--- src/design/two_phase_thermostat_macros.svh ---
// assertion helpers for the two-phase thermostat
// every check is clocked on clk and held off while arst_n is low
`ifndef TWO_PHASE_THERMOSTAT_MACROS_SVH
`define TWO_PHASE_THERMOSTAT_MACROS_SVH

`ifndef SYNTHESIS

// property that must hold on every edge
`define TPT_ASSERT(label, prop) \
	label: assert property (@(posedge clk) disable iff (!arst_n) prop) \
		else $error("two_phase_thermostat check failed");

// property that must hold on the edge after a condition
`define TPT_ASSERT_NEXT(label, cond, prop) \
	label: assert property (@(posedge clk) disable iff (!arst_n) (cond) |=> (prop)) \
		else $error("two_phase_thermostat check failed");

`else

`define TPT_ASSERT(label, prop)
`define TPT_ASSERT_NEXT(label, cond, prop)

`endif

`endif

--- src/design/tpt_pkg.sv ---
package tpt_pkg;

	localparam int unsigned CfgIdxW  = 8;
	localparam int unsigned CfgDataW = 16;

	// register indexes of the configuration port
	localparam logic [CfgIdxW-1:0] CFG_FIRST_TARGET  = 8'd0;
	localparam logic [CfgIdxW-1:0] CFG_SECOND_TARGET = 8'd1;
	localparam logic [CfgIdxW-1:0] CFG_HOLD_LIMIT    = 8'd2;
	localparam logic [CfgIdxW-1:0] CFG_HYSTERESIS    = 8'd3;

	// register reset values
	localparam logic [8:0]  FIRST_TARGET_RST  = 9'd170;
	localparam logic [8:0]  SECOND_TARGET_RST = 9'd110;
	localparam logic [15:0] HOLD_LIMIT_RST    = 16'd21600;
	localparam logic [3:0]  HYSTERESIS_RST    = 4'd1;

	// temperature = TEMP_OFFSET - sample / 6
	// sample / 6 is exact as (sample * 683) >> 12 over the whole 10-bit range
	localparam logic [8:0] TEMP_OFFSET   = 9'd260;
	localparam logic [9:0] DIV6_RECIP    = 10'd683;
	localparam int unsigned DIV6_SHIFT   = 12;

	typedef enum logic [0:0] {
		PHASE_WARM = 1'b0,
		PHASE_HOLD = 1'b1
	} phase_t;

endpackage

--- src/design/two_phase_thermostat.sv ---
// two_phase_thermostat: one result item per sample item
// a sample passes through the sample register and then the result register
// throughput: one item per cycle while out_stall is low; output register frees as the result is taken
// state update (phase, hold count, heater, led, parity) is combinational between registers
// reset (arst_n low, async): warm phase, heater on, led off, hold count 0, even parity,
// registers at 170 / 110 / 21600 / 1, both pipeline stages empty
`include "two_phase_thermostat_macros.svh"

module two_phase_thermostat
	import tpt_pkg::*;
(
	input  logic                clk,
	input  logic                arst_n,

	// sample channel
	input  logic                in_valid,
	output logic                in_stall,
	input  logic [9:0]          adc_sample,

	// result channel
	output logic                out_valid,
	input  logic                out_stall,
	output logic                heater_drive,
	output logic                led_drive,
	output logic                phase_out,
	output logic [8:0]          temperature,

	// configuration write channel
	input  logic                cfg_valid,
	output logic                cfg_ready,
	input  logic [CfgIdxW-1:0]  cfg_index,
	input  logic [CfgDataW-1:0] cfg_data
);

	// configuration registers
	logic [8:0]  first_target_q;
	logic [8:0]  second_target_q;
	logic [15:0] hold_limit_q;
	logic [3:0]  hysteresis_q;

	// sample stage
	logic        valid_s1;
	logic [9:0]  sample_s1;

	// controller state; heater, led and phase double as the result fields
	phase_t      phase_q;
	logic [16:0] hold_cnt_q;
	logic        heater_q;
	logic        led_q;
	logic        parity_q;
	logic        out_valid_q;
	logic [8:0]  temp_q;

	// handshake
	logic        out_load;
	logic        in_take;

	// next-state logic
	logic [19:0] div_prod;
	logic [7:0]  quot;
	logic [8:0]  temp_c;
	phase_t      phase_nx;
	logic [16:0] hold_cnt_nx;
	logic [8:0]  target_c;
	logic [9:0]  upper_c;
	logic [9:0]  temp_plus_hyst;
	logic        heater_nx;
	logic        led_nx;
	logic        parity_nx;

	// configuration is always taken at once
	assign cfg_ready = 1'b1;

	always_ff @(posedge clk or negedge arst_n) begin
		if (!arst_n) begin
			first_target_q  <= FIRST_TARGET_RST;
			second_target_q <= SECOND_TARGET_RST;
			hold_limit_q    <= HOLD_LIMIT_RST;
			hysteresis_q    <= HYSTERESIS_RST;
		end else if (cfg_valid && cfg_ready) begin
			unique case (cfg_index)
				CFG_FIRST_TARGET:  first_target_q  <= cfg_data[8:0];
				CFG_SECOND_TARGET: second_target_q <= cfg_data[8:0];
				CFG_HOLD_LIMIT:    hold_limit_q    <= cfg_data[15:0];
				CFG_HYSTERESIS:    hysteresis_q    <= cfg_data[3:0];
				default: ; // unknown index, write dropped
			endcase
		end
	end

	// result register loads when empty or being drained this cycle
	assign out_load = valid_s1 && (!out_valid_q || !out_stall);
	// sample register takes a new item when empty or moving on
	assign in_stall = valid_s1 && !out_load;
	assign in_take  = in_valid && !in_stall;

	always_ff @(posedge clk or negedge arst_n) begin
		if (!arst_n) begin
			valid_s1 <= 1'b0;
		end else if (in_take) begin
			valid_s1 <= 1'b1;
		end else if (out_load) begin
			valid_s1 <= 1'b0;
		end
	end

	always_ff @(posedge clk) begin
		if (in_take) begin
			sample_s1 <= adc_sample;
		end
	end

	// sample to degrees: divide by 6 through the reciprocal
	assign div_prod = {10'd0, sample_s1} * {10'd0, DIV6_RECIP};
	assign quot     = div_prod[DIV6_SHIFT +: 8];
	assign temp_c   = TEMP_OFFSET - {1'b0, quot};

	always_comb begin
		phase_nx    = phase_q;
		hold_cnt_nx = hold_cnt_q;
		target_c    = first_target_q;
		if (phase_q == PHASE_WARM) begin
			// first tick above the warm target switches over and already aims at the hold target
			if (temp_c > first_target_q) begin
				phase_nx = PHASE_HOLD;
				target_c = second_target_q;
			end
		end else begin
			if (hold_cnt_q > {1'b0, hold_limit_q}) begin
				// hold time is over, heater aims at zero
				target_c = 9'd0;
			end else begin
				hold_cnt_nx = hold_cnt_q + 17'd1;
				target_c    = second_target_q;
			end
		end
	end

	// dead band compared in unsigned form:
	// temp > target + hyst switches off, temp + hyst < target switches on
	// (the second form also covers a dead band that reaches below zero)
	assign upper_c        = {1'b0, target_c} + {6'd0, hysteresis_q};
	assign temp_plus_hyst = {1'b0, temp_c} + {6'd0, hysteresis_q};

	always_comb begin
		heater_nx = heater_q;
		if ({1'b0, temp_c} > upper_c) begin
			heater_nx = 1'b0;
		end
		if (temp_plus_hyst < {1'b0, target_c}) begin
			heater_nx = 1'b1;
		end
	end

	// tick count flips first, so the first item is an odd tick
	assign parity_nx = ~parity_q;

	always_comb begin
		if (heater_nx) begin
			led_nx = 1'b1;
		end else if (phase_nx == PHASE_WARM || !parity_nx) begin
			// blink: every tick while warming, even ticks while holding
			led_nx = ~led_q;
		end else begin
			led_nx = led_q;
		end
	end

	// state and result advance together, once per item
	always_ff @(posedge clk or negedge arst_n) begin
		if (!arst_n) begin
			phase_q    <= PHASE_WARM;
			hold_cnt_q <= 17'd0;
			heater_q   <= 1'b1;
			led_q      <= 1'b0;
			parity_q   <= 1'b0;
		end else if (out_load) begin
			phase_q    <= phase_nx;
			hold_cnt_q <= hold_cnt_nx;
			heater_q   <= heater_nx;
			led_q      <= led_nx;
			parity_q   <= parity_nx;
		end
	end

	always_ff @(posedge clk or negedge arst_n) begin
		if (!arst_n) begin
			out_valid_q <= 1'b0;
		end else if (out_load) begin
			out_valid_q <= 1'b1;
		end else if (!out_stall) begin
			out_valid_q <= 1'b0;
		end
	end

	always_ff @(posedge clk) begin
		if (out_load) begin
			temp_q <= temp_c;
		end
	end

	assign out_valid    = out_valid_q;
	assign heater_drive = heater_q;
	assign led_drive    = led_q;
	assign phase_out    = phase_q;
	assign temperature  = temp_q;

	// the hold phase is never left once entered
	`TPT_ASSERT_NEXT(a_phase_sticky, phase_q == PHASE_HOLD, phase_q == PHASE_HOLD)
	// hold ticks are only counted in the hold phase
	`TPT_ASSERT(a_count_in_hold, (hold_cnt_q != 17'd0) |-> (phase_q == PHASE_HOLD))
	// a delivered result with the heater on always shows the led lit
	`TPT_ASSERT(a_led_with_heater, (out_valid_q && heater_q) |-> led_q)
	// tick parity only moves when an item completes
	`TPT_ASSERT_NEXT(a_parity_holds, !out_load, $stable(parity_q))
	// the counter stops one past the largest limit
	`TPT_ASSERT(a_count_bound, hold_cnt_q <= 17'd65536)

endmodule

--- config.mk ---
export PLATFORM = sky130hd
export DESIGN_NAME = two_phase_thermostat
export DESIGN_NICKNAME = d
export VERILOG_FILES = /design/src/design/tpt_pkg.sv /design/src/design/two_phase_thermostat.sv
export VERILOG_INCLUDE_DIRS = /design/src /design/src/design
export SDC_FILE = /design/constraint.sdc
export NUM_CORES = 1
export LEC_CHECK = 0
export BUFFER_PORTS_ARGS = -buffer_cell sky130_fd_sc_hd__buf_2
export CAP_MARGIN = 10
export CORE_ASPECT_RATIO = 1.75
export CORE_MARGIN = 1.5
export CORE_UTILIZATION = 35
export CTS_BUF_LIST = sky130_fd_sc_hd__clkbuf_4 sky130_fd_sc_hd__clkbuf_8
export DETAILED_ROUTE_END_ITERATION = 7
export PLACE_DENSITY_LB_ADDON = 0.1
export SLEW_MARGIN = 25
export SYNTH_ARGS = -nofsm -noshare
export SYNTH_HDL_FRONTEND = slang
export SYNTH_SLANG_ARGS = --single-unit
--- constraint.sdc ---
create_clock -name clk -period 28.4 [get_ports clk]
set_input_delay 4.26 -clock clk [delete_from_list [all_inputs] [get_ports clk]]
set_output_delay 4.26 -clock clk [all_outputs]
set_load 0.02 [all_outputs]
## Yosys cells after proc, flatten, opt, wreduce, memory -nomap -nowiden

Cells that the tools add are included.

- $mul: 1
- Add/sub/neg operators: 4
- $lt $le $gt $ge: 4
- Equal/unequal tests: 4
- Bitwise operators: 4
- Reductions and logical operators: 18
- Muxes and demuxes: 13

Operators by type and width:

| cell | number |
|---|---|
| $mux 9 | 3 |
| $add 9x4->10 | 2 |
| $mul 10x10->20 const B | 1 |
| $add 17x1->17 const B | 1 |
| $gt 17x16->1 | 1 |
| $eq 8x2->1 const B | 2 |
| $gt 9x10->1 | 1 |
| $lt 10x9->1 | 1 |
| $mux 1 | 10 |
| $reduce_and 2->1 | 5 |
| $gt 9x9->1 | 1 |
| $sub 9x8->9 const A | 1 |
| $eq 8x1->1 const B | 1 |
| $logic_not 8->1 | 1 |
| $logic_not 1->1 | 4 |
| $not 1->1 | 4 |
| $reduce_bool 2->1 | 2 |
| $logic_and 1x1->1 | 3 |
| $reduce_and 3->1 | 1 |
| $logic_or 1x1->1 | 2 |
| $ne 2x1->1 const B | 1 |

- Bits of input ports: 39
- Word-level logic and storage cells: 61
- Bits in registers: 80
- Output and inout bits: 15

## Depth between registers and ports, before layout

- Depth in word-level cells: 11
- Gate-level depth with buffers: 45
- Depth with buffers taken out: 42

## Least setup slack after synthesis

No wires, ideal clock.

- Path type: register -> register
- From: reg sample_s1[5]
- To: reg led_q, in the netlist led_drive
- Required time: 28335 ps
- Data arrival time: 9140 ps
- Buffers on the path: 3
- Slack: 19195 ps
- Stages on the path, launching flop included: 42
- Period minus slack after synthesis: 9205 ps
- Setup time: 65 ps
- Cells stage by stage: edfxtp_1 -> ha_1 -> inv_1 -> fa_1 -> inv_1 -> fa_1 -> inv_1 -> fa_1 -> inv_1 -> ha_1 -> ha_1 -> buf_4 -> a21oi_4 -> nand2_2 -> a211o_1 -> a311oi_2 -> nor4_2 -> a2111oi_4 -> [6 not listed] -> o32a_1 -> o21ai_0 -> nor2b_1 -> buf_1 -> clkbuf_1 -> o21ai_0 -> fa_1 -> a21o_1 -> a21oi_1 -> nor3_1 -> nand3_1 -> xnor2_1 -> ha_1 -> a2111oi_0 -> a211o_1 -> o21ai_0 -> o211ai_1 -> o21a_1

- Cells in the longest elaborated chain, start to end: 11
- Elaborated cells between the ends (all ways): 18
- Those cells by class: 3 x add/sub; 1 x mul; 3 x order compare; 7 x mux; 1 x bitwise; 3 x reduce/logical

RTL lines:

| what | line | RTL |
|---|---|---|
| start: declaration | two_phase_thermostat.sv:43 | `logic [9:0] sample_s1;` |
| start signal: assignment | two_phase_thermostat.sv:109 | `sample_s1 <= adc_sample;` |
| $mul 10x10->20 (*) | two_phase_thermostat.sv:114 | `assign div_prod = {10'd0, sample_s1} * {10'd0, DIV6_RECIP};` |
| $sub 9x8->9 (*) | two_phase_thermostat.sv:116 | `assign temp_c = TEMP_OFFSET - {1'b0, quot};` |
| via temp_c[7] | two_phase_thermostat.sv:61 | `logic [8:0] temp_c;` |
| $gt 9x9->1 | two_phase_thermostat.sv:124 | `if (temp_c > first_target_q) begin` |
| $mux 9 | two_phase_thermostat.sv:124 |  |
| $mux 9 | two_phase_thermostat.sv:122 | `if (phase_q == PHASE_WARM) begin` |
| $add 9x4->10 | two_phase_thermostat.sv:142 | `assign upper_c = {1'b0, target_c} + {6'd0, hysteresis_q};` |
| $gt 9x10->1 | two_phase_thermostat.sv:147 | `if ({1'b0, temp_c} > upper_c) begin` |
| $mux 1 | two_phase_thermostat.sv:147 |  |
| $mux 1 | two_phase_thermostat.sv:150 | `if (temp_plus_hyst < {1'b0, target_c}) begin` |
| $reduce_bool 2->1 (no line) | - |  |
| $reduce_and 2->1 (no line) | - |  |
| end signal: assignment | two_phase_thermostat.sv:181 | `led_q <= led_nx;` |
| end: declaration | two_phase_thermostat.sv:49 | `logic led_q;` |

The timed path passes the listed nets; every way through them passes the cells marked *.
A chain may end at the register's enable or synchronous reset.

## Worst setup path after layout

Ends and elaborated chain as after synthesis.

==> implementation parameters <==
Parameter                              Value

Run status
  Outcome ... finished clean

Synth
  Main flop type after synthesis ... sky130_fd_sc_hd__dfrtp_1
  Area of the mapped netlist ... 0.00668 sq mm
  Fraction of the yosys area taken by sequential cells ... 0.317
  Total nets after synthesis ... 832
  Avg Inst Size Synth ... 10.2 sq um
  Cell count after synthesis ... 657
  Async SR Flop Fraction ... 0.763
  Flops & latches, synth ... 80
  Synth cell types ... 63
  Warnings from Yosys ... 0
  EDFF count, synth ... 19

Setup path
  Number of cells on the critical path ... 38
  Worst Path Buf+Inv ... 4
  Category of cells accounting for the largest share of critical-path delay ... compound AO/OA/AOI/OAI gates
  Reg2Reg Capture Point ... led_drive$_DFFE_PN0P_
  Highest-delay cell along the critical path ... sky130_fd_sc_hd__fa_1
  Worst endpoint data arrival time ... 10.21 ns
  Launching element type of the critical path ... flop
  Worst r2r src ... sample_s1[5]$_DFFE_PP_
  Required time of the critical path ... 28.68 ns
  Worst path max stage delay ... 0.53 ns
  R2r worst-path depth ... 38
  Register-to-register path setup slack ... 18.47 ns
  Largest fanout on the critical path ... 8
  Worst setup path category ... reg -> reg
  Crit. End Element ... flop

Finish
  Nets ... 891
  Share of layout cells above drive strength 1 ... 0.189
  Antenna cell count ... 0
  Final non-filler cell area ... 0.00743 sq mm
  Fill cell total of the finished layout ... 1930
  Synthesis-to-layout area growth ... 11.3%

Clock tree
  CTS tree ... yes
  Clock Tree Buf Depth ... 2
  Cts bufs inserted ... 9
  Gates resized, CTS repair ... 0
  Root cell of the clock tree ... sky130_fd_sc_hd__clkbuf_8
  Post CTS Setup Buffer Count ... 0
  Hold buffers post-CTS ... 0
  TritonCTS Sinks ... 80
  Post-CTS clock slew at the launch and capture registers of the worst setup and hold paths ... 0.09 ns
  Total number of H-tree levels ... 3
  Clk_lat worst skew ... 0.38 ns

Timing
  Normalized max-slew margin ... 0.475
  Worst Max-Slew Pin Slew ... 0.788 ns
  Setup Skew ... 0.00480 ns
  Minimum period implied by the final worst setup slack ... 9.93 ns
  Setup TNS Final ... 0 ns
  Slew Limit Fails ... 0
  Portion of the clock cycle consumed by the worst path in the final layout ... 0.350
  RSZ-0062 raised after global routing ... false
  Number of failing setup endpoints in the final timing report ... 0
  Number of endpoints with negative hold slack in the final report ... 0
  Max Clock Freq ... 0.101 GHz

Placed design
  RePlAce Congestion ... 0.854
  Total half-perimeter wirelength after legalization and detailed placement ... 14.2 mm
  Count of buffers inserted at the top-level ports ... 52
  Placed cell area ... 0.00723 sq mm

Floorplan
  Width of the die ... 107 um
  Floorplan die area ... 0.0200 sq mm
  DIE HEIGHT ... 186 um
  Total number of placement rows ... 66
  Initial Util ... 0.358
  # IOs ... 54
  Area of the placeable core ... 0.0187 sq mm

Route
  Post-Route WL ... 16.9 mm
  Remaining DRCs ... 0
  Post-detailed-route count of antenna-violating nets ... 0
  TritonRoute pass-1 iters ... 5
  Vias/cell ... 5.13
  Routed via count ... 4915
  Routed length per placed instance ... 17.6 um
  Iteration-0 DRC Markers ... 122

Global routing
  Number of antenna violations at the first check in global routing ... 0
  Maximum number of pins on one net before global-route repair ... 62
  Number of global-route vias before repair ... 5416
  Overall fraction of global-route tracks in use ... 0.181
  Global-route wire length before repair ... 27.0 mm
  Global route overflow ... 0

Hold path
  Type of the most critical hold path ... reg -> reg
  Worst min-delay path endpoint ... hold_cnt_q[8]$_DFFE_PN0P_
  Min-delay src ... hold_cnt_q[8]$_DFFE_PN0P_
  Worst hold path stage count ... 1

Flow run
  Number of max-cap violations ... 0
flip-flops by register name, indices dropped and copies added, names as in the netlist, 4 cells and up:
name / flops
hold_cnt_q: 17
hold_limit_q: 16
sample_s1: 10
first_target_q: 9
second_target_q: 9
temperature: 9
hysteresis_q: 4
cell usage in the layout, fill, tap and decap left out, types with 13 or more instances in the layout:
master,instances
sky130_fd_sc_hd__dfrtp_1,45
sky130_fd_sc_hd__nand2_1,50
sky130_fd_sc_hd__edfxtp_1,19
sky130_fd_sc_hd__inv_1,94
sky130_fd_sc_hd__a21oi_1,23
sky130_fd_sc_hd__xnor2_1,23
sky130_fd_sc_hd__ha_1,112
sky130_fd_sc_hd__nor3_1,15
sky130_fd_sc_hd__buf_2,52
sky130_fd_sc_hd__nor2_1,21
sky130_fd_sc_hd__fa_1,24
sky130_fd_sc_hd__xor2_1,14
sky130_fd_sc_hd__o21ai_0,26
sky130_fd_sc_hd__dfstp_2,16
sky130_fd_sc_hd__mux2_2,31
sky130_fd_sc_hd__a21o_1,13
logic make-up after synthesis:
kind of cell,Yosys count,synth area share
buf+inv,101,0.0581
simple gates,160,0.124
mux,34,0.0567
other cells,1,0.000561
flops,80,0.317
xor+xnor,38,0.0509
fa+ha+maj,136,0.282
compound gates,107,0.112
per-layer routing:
layer | vias to the layer above | track usage | share of wire
met3 | 31 | 0.0270 | 0.018
met4 | 0 | 0.0953 | 0.044
li1 | 2407 | - | -
met5 | - | 0 | 0
met1 | 2421 | 0.159 | 0.34
met2 | 56 | 0.377 | 0.60
how the worst max path moves through the flow:
stage	start	end	slack (ns)
after floorplan	sample_s1[5]$_DFFE_PP_	led_drive$_DFFE_PN0P_	19.19
after global placement	sample_s1[5]$_DFFE_PP_	led_drive$_DFFE_PN0P_	18.75
after detailed placement	sample_s1[5]$_DFFE_PP_	led_drive$_DFFE_PN0P_	18.53
after CTS	sample_s1[5]$_DFFE_PP_	led_drive$_DFFE_PN0P_	18.51
after global routing	sample_s1[5]$_DFFE_PP_	led_drive$_DFFE_PN0P_	17.75
final	sample_s1[5]$_DFFE_PP_	led_drive$_DFFE_PN0P_	18.47
per-stage QoR:
step	setup WS, ns	cells	utilization	hold WS (ns)
CTS	18.51	959	0.398	0.502
finish	18.47	959	0.398	0.494
floorplan	19.19	657	-	0.457
global placement	18.75	943	0.388	0.471
global route	17.75	959	0.398	0.519
detailed placement	18.53	943	0.388	0.486
cells in the mapped netlist, drive strengths merged, types with 4 or more instances:
cell type,count,area share
nand2b,7,0.0066
buf,4,0.0036
dfrtp,45,0.17
a211oi,5,0.0079
nand2,51,0.029
nor2b,11,0.010
nand3,11,0.0082
xnor2,23,0.030
or3,5,0.0054
xor2,15,0.021
mux2,31,0.052
and2,4,0.0041
a21o,13,0.015
dfstp,16,0.063
edfxtp,19,0.085
o21a,4,0.0045
and3,8,0.0075
nand4,11,0.010
a21oi,24,0.020
o211ai,5,0.0056
o21ai,30,0.022
fa,24,0.072
nor3,18,0.015
nor2,21,0.012
nor4,5,0.0056
inv,94,0.053
ha,112,0.21
final cells by class:
cell class / count / area (sq um) / share of cell area
Multi-Input combinational cell: 476 / 4180 / 0.563
Inverter: 94 / 353 / 0.0475
Sequential cell: 80 / 2120 / 0.285
Timing Repair Buffer: 55 / 283 / 0.0380
Clock inverter: 7 / 77.6 / 0.0104
Tap cell: 238 / 298 / 0.0401
Clock buffer: 9 / 124 / 0.0167
Power is left out: the tool's default activity adds up to more than one toggle a clock period on the data nets, which glitch-free logic cannot reach.
